[config.mk]
export PLATFORM = sky130hd
export DESIGN_NAME = word_phrase_spotter
export DESIGN_NICKNAME = d
export VERILOG_FILES = /design/src/sv/wps_pkg.sv /design/src/sv/wps_front.sv /design/src/sv/wps_queue.sv /design/src/sv/wps_back.sv /design/src/sv/word_phrase_spotter.sv
export SDC_FILE = /design/constraint.sdc
export NUM_CORES = 1
export LEC_CHECK = 0
export ABC_AREA = 1
export BUFFER_PORTS_ARGS = -buffer_cell sky130_fd_sc_hd__buf_2
export CAP_MARGIN = 5
export CORE_ASPECT_RATIO = 1.75
export CORE_MARGIN = 4
export CORE_UTILIZATION = 37
export CTS_CLUSTER_SIZE = 10
export DETAILED_ROUTE_END_ITERATION = 16
export HOLD_SLACK_MARGIN = 0.05
export PLACE_DENSITY_LB_ADDON = 0.12
export SLEW_MARGIN = 10
export SYNTH_ARGS = -nofsm -noshare
export SYNTH_HDL_FRONTEND = slang
export SYNTH_SLANG_ARGS = --single-unit
[constraint.sdc]
create_clock -name i_clk -period 3.9 [get_ports i_clk]
set_input_delay 0.78 -clock i_clk [delete_from_list [all_inputs] [get_ports i_clk]]
set_output_delay 0.78 -clock i_clk [all_outputs]
set_load 0.02 [all_outputs]
[src/sv/wps_pkg.sv]
`default_nettype none
// ----------------------------------------------------------------------------
// wps_pkg
// Types, register codes and byte helpers for the word phrase spotter.
// ----------------------------------------------------------------------------
package wps_pkg;

    localparam int NUM_WORD_REGS = 5;
    localparam int PHRASE_W      = 64;
    localparam int CFG_INDEX_W   = 3;
    localparam int QUEUE_DEPTH   = 2;

    localparam logic [7:0] LOWER_BELOW  = 8'd96;
    localparam logic [7:0] LOWER_ABOVE  = 8'd123;
    localparam logic [7:0] CASE_OFFSET  = 8'd32;
    localparam logic [7:0] PRINT_LAST   = 8'd126;
    localparam logic [7:0] SPACE_CHAR   = 8'd32;

    localparam logic [CFG_INDEX_W-1:0] CFG_PHRASE_LENGTH = 3'd0;
    localparam logic [CFG_INDEX_W-1:0] CFG_PHRASE_WORD_A = 3'd1;
    localparam logic [CFG_INDEX_W-1:0] CFG_PHRASE_WORD_E = 3'd5;

    typedef struct packed {
        logic [7:0] ch;
        logic       delim;
        logic       last;
    } t_item;

    typedef struct packed {
        logic [2:0]                                 phrase_length;
        logic [NUM_WORD_REGS-1:0][PHRASE_W-1:0]     phrase_words;
    } t_cfg;

    function automatic logic [7:0] fold_byte(input logic [7:0] b);
        logic [7:0] f;
        f = b;
        if (f > LOWER_BELOW && f < LOWER_ABOVE) begin
            f = f - CASE_OFFSET;
        end
        if (f < SPACE_CHAR || f > PRINT_LAST) begin
            f = SPACE_CHAR;
        end
        return f;
    endfunction

    function automatic logic is_delim(input logic [7:0] c);
        logic d;
        case (c)
            " ", "_", "-", "(", ")", "[", "]",
            "{", "}", "<", ">", ".", 8'h22: d = 1'b1;
            default:                        d = 1'b0;
        endcase
        return d;
    endfunction

    function automatic logic [7:0] phrase_byte(input logic [PHRASE_W-1:0] w,
                                               input logic [2:0] pos);
        return w[{pos, 3'b000} +: 8];
    endfunction

endpackage
`default_nettype wire

[src/sv/wps_front.sv]
`default_nettype none
// ----------------------------------------------------------------------------
// wps_front
// Input stage: fold each byte and mark delimiters and stream end.
// ----------------------------------------------------------------------------
module wps_front import wps_pkg::*; (
    input  wire logic       i_clk,
    input  wire logic       i_rst_n,
    input  wire logic       i_valid,
    output logic            o_ready,
    input  wire logic [7:0] i_byte,
    input  wire logic       i_last,
    output logic            o_valid,
    input  wire logic       i_ready,
    output t_item           o_item
);

    logic  r_valid;
    t_item r_item;
    t_item n_item;

    always_comb begin
        n_item.ch    = fold_byte(i_byte);
        n_item.delim = is_delim(n_item.ch);
        n_item.last  = i_last;
    end

    assign o_ready = !r_valid || i_ready;
    assign o_valid = r_valid;
    assign o_item  = r_item;

    always_ff @(posedge i_clk) begin
        if (!i_rst_n) begin
            r_valid <= 1'b0;
        end else if (o_ready) begin
            r_valid <= i_valid;
        end
        if (o_ready && i_valid) begin
            r_item <= n_item;
        end
    end

endmodule
`default_nettype wire

[src/sv/wps_queue.sv]
`default_nettype none
// ----------------------------------------------------------------------------
// wps_queue
// Two-entry queue of classified bytes between front and back.
// ----------------------------------------------------------------------------
module wps_queue import wps_pkg::*; (
    input  wire logic  i_clk,
    input  wire logic  i_rst_n,
    input  wire logic  i_valid,
    output logic       o_ready,
    input  wire t_item i_item,
    output logic       o_valid,
    input  wire logic  i_ready,
    output t_item      o_item
);

    localparam int PTR_W = $clog2(QUEUE_DEPTH);
    localparam int CNT_W = $clog2(QUEUE_DEPTH + 1);

    t_item            r_mem [QUEUE_DEPTH];
    logic [PTR_W-1:0] r_wptr;
    logic [PTR_W-1:0] r_rptr;
    logic [CNT_W-1:0] r_count;
    logic             push;
    logic             pop;

    assign o_ready = r_count < CNT_W'(QUEUE_DEPTH);
    assign o_valid = r_count != '0;
    assign o_item  = r_mem[r_rptr];
    assign push    = i_valid && o_ready;
    assign pop     = o_valid && i_ready;

    always_ff @(posedge i_clk) begin
        if (!i_rst_n) begin
            r_wptr  <= '0;
            r_rptr  <= '0;
            r_count <= '0;
        end else begin
            if (push) begin
                r_wptr <= r_wptr + 1'b1;
            end
            if (pop) begin
                r_rptr <= r_rptr + 1'b1;
            end
            if (push && !pop) begin
                r_count <= r_count + 1'b1;
            end else if (pop && !push) begin
                r_count <= r_count - 1'b1;
            end
        end
        if (push) begin
            r_mem[r_wptr] <= i_item;
        end
    end

endmodule
`default_nettype wire

[src/sv/wps_back.sv]
`default_nettype none
// ----------------------------------------------------------------------------
// wps_back
// Word tracker: per-character phrase compares, match history, hit output.
// ----------------------------------------------------------------------------
module wps_back import wps_pkg::*; #(
    parameter int MAX_WORD_CHARS   = 8,
    parameter int MAX_PHRASE_WORDS = 5
) (
    input  wire logic        i_clk,
    input  wire logic        i_rst_n,
    input  wire t_cfg        i_cfg,
    input  wire logic        i_valid,
    output logic             o_ready,
    input  wire t_item       i_item,
    output logic             o_valid,
    input  wire logic        i_ready,
    output logic             o_hit,
    output logic [31:0]      o_index
);

    localparam int POS_W      = $clog2(MAX_WORD_CHARS + 1);
    localparam int HIST_DEPTH = MAX_PHRASE_WORDS - 1;

    logic [POS_W-1:0]         r_pos;
    logic                     r_inside;
    logic [NUM_WORD_REGS-1:0] r_match;
    logic [NUM_WORD_REGS-1:0] r_hist [HIST_DEPTH];
    logic [31:0]              r_words;
    logic                     r_out_valid;
    logic                     r_hit;
    logic [31:0]              r_index;

    logic [POS_W-1:0]         n_pos;
    logic                     n_inside;
    logic [NUM_WORD_REGS-1:0] n_match;
    logic [NUM_WORD_REGS-1:0] n_cur;
    logic                     n_close;
    logic                     n_hit;
    logic [31:0]              n_words;
    logic                     pop;

    assign pop     = i_valid && (!r_out_valid || i_ready);
    assign o_ready = !r_out_valid || i_ready;
    assign o_valid = r_out_valid;
    assign o_hit   = r_hit;
    assign o_index = r_index;

    always_comb begin
        logic [POS_W-1:0]         pos_w;
        logic [NUM_WORD_REGS-1:0] m_w;
        logic                     in_w;
        logic [3:0]               pos4;
        int                       len;
        logic                     ok;
        pos_w = r_pos;
        m_w   = r_match;
        in_w  = r_inside;
        if (!i_item.delim) begin
            if (!r_inside) begin
                pos_w = '0;
                m_w   = '1;
                in_w  = 1'b1;
            end
            if (int'(pos_w) < MAX_WORD_CHARS) begin
                pos4 = 4'(pos_w);
                for (int k = 0; k < NUM_WORD_REGS; k++) begin
                    if (phrase_byte(i_cfg.phrase_words[k], pos4[2:0]) != i_item.ch) begin
                        m_w[k] = 1'b0;
                    end
                end
                pos_w = pos_w + 1'b1;
            end else begin
                m_w = '0;
            end
        end
        n_close = in_w && (i_item.delim || i_item.last);
        pos4    = 4'(pos_w);
        for (int k = 0; k < NUM_WORD_REGS; k++) begin
            n_cur[k] = m_w[k] && ((int'(pos_w) >= MAX_WORD_CHARS) ||
                       (phrase_byte(i_cfg.phrase_words[k], pos4[2:0]) == 8'h00));
        end
        len = int'(i_cfg.phrase_length);
        ok  = 1'b0;
        if (len >= 2 && len <= MAX_PHRASE_WORDS && len <= NUM_WORD_REGS) begin
            ok = n_cur[3'(len - 1)];
            for (int j = 0; j < HIST_DEPTH; j++) begin
                if (j + 2 <= len) begin
                    ok = ok && r_hist[j][3'(len - 2 - j)];
                end
            end
        end
        n_hit   = n_close && ok;
        n_words = (n_close && r_words != '1) ? r_words + 32'd1 : r_words;
        if (n_close) begin
            n_inside = 1'b0;
            n_pos    = '0;
            n_match  = '1;
        end else begin
            n_inside = in_w;
            n_pos    = pos_w;
            n_match  = m_w;
        end
    end

    always_ff @(posedge i_clk) begin
        if (!i_rst_n) begin
            r_pos       <= '0;
            r_inside    <= 1'b0;
            r_match     <= '1;
            r_words     <= '0;
            r_out_valid <= 1'b0;
            for (int j = 0; j < HIST_DEPTH; j++) begin
                r_hist[j] <= '0;
            end
        end else begin
            if (pop) begin
                r_pos    <= n_pos;
                r_inside <= n_inside;
                r_match  <= n_match;
                r_words  <= n_words;
                if (n_close) begin
                    for (int j = HIST_DEPTH - 1; j > 0; j--) begin
                        r_hist[j] <= r_hist[j-1];
                    end
                    r_hist[0] <= n_cur;
                end
                r_out_valid <= 1'b1;
            end else if (i_ready) begin
                r_out_valid <= 1'b0;
            end
        end
        if (pop) begin
            r_hit   <= n_hit;
            r_index <= n_words;
        end
    end

endmodule
`default_nettype wire

[src/sv/word_phrase_spotter.sv]
`default_nettype none
// ----------------------------------------------------------------------------
// word_phrase_spotter
// Path: front input register, two-entry queue, then the registered tracker output.
// Throughput: one byte per cycle while the result sink is ready, set by the combinational word tracker.
// The queue lets new bytes enter while a result waits at the output.
// Reset: synchronous, active low; clears config, queue and match history.
// Configuration writes are always ready; unknown indexes are dropped.
// ----------------------------------------------------------------------------
module word_phrase_spotter import wps_pkg::*; #(
    parameter int MAX_WORD_CHARS   = 8,
    parameter int MAX_PHRASE_WORDS = 5
) (
    input  wire logic                   i_clk,
    input  wire logic                   i_rst_n,
    input  wire logic                   i_cfg_valid,
    output logic                        o_cfg_ready,
    input  wire logic [CFG_INDEX_W-1:0] i_cfg_index,
    input  wire logic [PHRASE_W-1:0]    i_cfg_data,
    input  wire logic                   i_s_tvalid,
    output logic                        o_s_tready,
    input  wire logic [7:0]             i_s_tdata,   // [7:0] text_byte
    input  wire logic                   i_s_tlast,   // stream_end
    output logic                        o_m_tvalid,
    input  wire logic                   i_m_tready,
    output logic [31:0]                 o_m_tdata,   // [31:0] word_index
    output logic                        o_m_tuser    // [0] phrase_hit
);

    t_cfg  r_cfg;
    logic  f_valid;
    logic  f_ready;
    t_item f_item;
    logic  q_valid;
    logic  q_ready;
    t_item q_item;

    assign o_cfg_ready = 1'b1;

    always_ff @(posedge i_clk) begin
        if (!i_rst_n) begin
            r_cfg <= '0;
        end else if (i_cfg_valid) begin
            if (i_cfg_index == CFG_PHRASE_LENGTH) begin
                r_cfg.phrase_length <= i_cfg_data[2:0];
            end else if (i_cfg_index >= CFG_PHRASE_WORD_A &&
                         i_cfg_index <= CFG_PHRASE_WORD_E) begin
                r_cfg.phrase_words[i_cfg_index - CFG_PHRASE_WORD_A] <= i_cfg_data;
            end
        end
    end

    wps_front u_front (
        .i_clk   (i_clk),
        .i_rst_n (i_rst_n),
        .i_valid (i_s_tvalid),
        .o_ready (o_s_tready),
        .i_byte  (i_s_tdata),
        .i_last  (i_s_tlast),
        .o_valid (f_valid),
        .i_ready (f_ready),
        .o_item  (f_item)
    );

    wps_queue u_queue (
        .i_clk   (i_clk),
        .i_rst_n (i_rst_n),
        .i_valid (f_valid),
        .o_ready (f_ready),
        .i_item  (f_item),
        .o_valid (q_valid),
        .i_ready (q_ready),
        .o_item  (q_item)
    );

    wps_back #(
        .MAX_WORD_CHARS   (MAX_WORD_CHARS),
        .MAX_PHRASE_WORDS (MAX_PHRASE_WORDS)
    ) u_back (
        .i_clk   (i_clk),
        .i_rst_n (i_rst_n),
        .i_cfg   (r_cfg),
        .i_valid (q_valid),
        .o_ready (q_ready),
        .i_item  (q_item),
        .o_valid (o_m_tvalid),
        .i_ready (i_m_tready),
        .o_hit   (o_m_tuser),
        .o_index (o_m_tdata)
    );

endmodule
`default_nettype wire

==> flow_metrics.tcl <==
set metrics [dict create \
    outcome "finished clean" \
    cp.required_ns 4.37 \
    grt.total_usage_pct 28.0 \
    setup_viol 0 \
    final_cell_mix "nor2_1 (735), nand2_1 (551), o21ai_0 (384), dfxtp_1 (371), nand3_1 (353)" \
    cts_max_level 2 \
    holdWs_ns 0.350 \
    p_leak_uw 0.0106 \
    r2r_start "r_cfg[320]$_SDFFE_PN0P_" \
    cts_tree "done" \
    io_buffer_count 115 \
    clkTransAtPathRegs_ns 0.06 \
    place_hpwl_mm 65.5 \
    die_h_um 331 \
    endpoint_kind "flop" \
    fin_ws_ns 0.701 \
    worst-setup-path-type "flop to flop" \
    finalHoldViolCount 0 \
    avgSynthCellArea_um2 6.97 \
    synthDistinctLibCells 45 \
    cap_violations 0 \
    drtPass1Iterations 5 \
    ys_warn_count 0 \
    rr_endpoint "u_back.o_hit$_DFFE_PP_" \
    cp_max_fo 12 \
    grt_antenna_before_repair 1 \
    worstRegToRegCells 10 \
    final-max-slew-violation-count 0 \
    period_share_pct 82.0 \
    critPathLaunchType "flop" \
    finish.instance_area_um2 24700 \
    start_util_pct 37.3 \
    cts_buffer_depth 3 \
    drcViolationCount 0 \
    final_common_cell "nor2_1" \
    placed_area_um2 23200 \
    grt-ovfl-total 0 \
    grt_pass1_vias 21000 \
    power.total_uw 13800 \
    hp-class "input pin to flop" \
    netlist_area_um2 22000 \
    synth_cells 3156 \
    gp_congestion 1.11 \
    io_pins 117 \
    finalCriticalPeriod_ns 3.20 \
    postSynthNetCount 3251 \
    ctsHoldBuffers 0 \
    worstMarginPinSlew_ns 1.19 \
    synth_seq_cells 455 \
    crit_arrival_ns 3.67 \
    cts_made_buffers 52 \
    wl_met1_mm 32.0 \
    postCtsSetupBuffers 0 \
    die_x_um 192 \
    grt_max_degree 183 \
    dr_wl_met3_mm 4.87 \
    core_region_area_um2 59100 \
    irDropWorstVdd_mv 0.387 \
    wl_met2_mm 45.4 \
    timing.critical_path.from "r_cfg[320]$_SDFFE_PN0P_" \
    max_slew_margin_pct 21.0 \
    wl_mm 90.7 \
    max_freq_mhz 313 \
    cts.sinks 455 \
    final_antenna_net_count 0 \
    endpoint "u_back.o_hit$_DFFE_PP_" \
    finalClockSkew_ns 0.0205 \
    powerDensity_nw_per_um2 559 \
    die_area_um2 63600 \
    layout-drive-gt1-share_pct 8.13 \
    syn_to_final_growth_pct 12.0 \
    rows 118 \
    top_layer_used "met4" \
    grt_pass1_wl_mm 133 \
    regToRegSetupSlack_ns 0.70 \
    layout.nets 3274 \
    clk_latency_ns 0.61 \
    cts-root-buf "clkbuf_16" \
    post_cts_resize_count 0 \
    viasPerCell 5.47 \
    fin_tns_setup_ns 0 \
    wl_per_cell_um 22.8 \
    yosysSeqAreaShare_pct 45.2 \
    vias 21800 \
    rsz0062_at_grt "false" \
    drtIter0Drc 1850 \
    dpl_worst_slack_ns 0.761 \
]
[routing by layer]
layer,GRT usage (%),up-vias
li1,-,10400
met4,21.3,0
met2,49.5,835
met1,29.7,10200
met3,4.05,289
met5,0,-
[state kept, by name, summed over array words and instances (netlist names), named ones only]
| signal | cells |
|---|---|
| u_back.r_inside | 1 |
| r_cfg | 323 |
| u_back.r_words | 32 |
| u_queue.r_wptr | 1 |
| u_back.o_valid | 1 |
| u_queue.r_rptr | 1 |
| u_front.o_valid | 1 |
| u_back.r_hist | 20 |
| u_front.o_item | 10 |
| u_back.o_index | 32 |
| u_queue.r_count | 2 |
| u_back.o_hit | 1 |
| u_back.r_match | 5 |
| u_back.r_pos | 4 |
| u_queue.r_mem | 20 |
[cell families after synthesis]
family,count (synthesis),share of synthesized area (%)
AND/OR/NAND/NOR,1767,33.6
AO/OA/AOI/OAI,514,12.0
flip-flops,455,45.2
buffers and inverters,369,6.93
XOR/XNOR,35,1.43
adder cells (fa/ha/maj),14,0.796
other,2,0.0341
[worst max-delay path, stage by stage (launching register included)]
cell,delay (ns)
dfxtp_1,0.61
clkinv_1,0.45
ha_1,0.59
nand2_1,0.15
inv_1,0.26
a31oi_1,0.12
o21ai_0,0.09
nand2_1,0.08
nor3_1,0.47
nand2_1,0.13
nor2_1,0.11
[synthesized netlist by cell type, drive strengths merged]
cell	instances	area share (%)
inv	174	3.0
or4	1	0.034
o21ai	407	9.3
o22ai	1	0.028
o2111ai	2	0.080
nor3b	1	0.034
a311oi	1	0.040
o221ai	1	0.040
or2	5	0.14
clkbuf	124	2.1
clkinv	5	0.091
a21oi	86	2.0
nor3	27	0.68
nand2	559	9.7
a211oi	1	0.034
conb	2	0.034
buf	66	1.8
nor2	738	13
nor4	67	1.9
ha	14	0.80
nand4	14	0.40
edfxtp	83	11
xnor2	3	0.15
a21boi	1	0.034
xor2	32	1.3
o211ai	6	0.20
or3	1	0.028
dfxtp	372	34
a22oi	3	0.10
nand3	354	8.0
a31oi	4	0.11
a41oi	1	0.040
[through the flow]
stage	cells	util [%]
2_1_floorplan	3156	-
3_3_place_gp	3905	39.3
3_5_place_dp	3905	39.3
6_report	3980	41.8
4_1_cts	3979	41.8
5_1_grt	3979	41.8
[layout make-up]
| cell class | count | area [um^2] |
|---|---|---|
| Fill cell | 6283 | 34400 |
| Inverter | 179 | 673 |
| Antenna cell | 1 | 2.50 |
| Multi-Input combinational cell | 2332 | 10600 |
| Clock buffer | 72 | 1420 |
| Sequential cell | 455 | 9940 |
| Tap cell | 780 | 976 |
| Clock inverter | 2 | 13.8 |
| Timing Repair Buffer | 159 | 1050 |
[report_power, final]
group	leakage [uW]	internal (uW)	switching, uW
sequential	0.00384	5490	360
combinational	0.00603	975	2540
clock	0.000696	2480	1930
total	0.0106	8950	4840
[how the worst min path moves through the flow]
stage                     cells after the start                            end  slack (ns)                   startpoint
after global placement                        0  u_queue.r_mem[1][9]$_DFFE_PP_        0.43  u_front.o_item[9]$_DFFE_PP_
after detailed placement                      0  u_queue.r_mem[1][2]$_DFFE_PP_        0.43  u_front.o_item[2]$_DFFE_PP_
after floorplan                               0  u_queue.r_mem[0][0]$_DFFE_PP_        0.42  u_front.o_item[0]$_DFFE_PP_
final                                         1    u_front.o_item[0]$_DFFE_PP_        0.35                    i_s_tlast
after CTS                                     1    u_front.o_item[0]$_DFFE_PP_        0.32                    i_s_tlast
after global routing                          1    u_front.o_item[0]$_DFFE_PP_        0.33                    i_s_tlast
(Power assumes the default switching activity.)
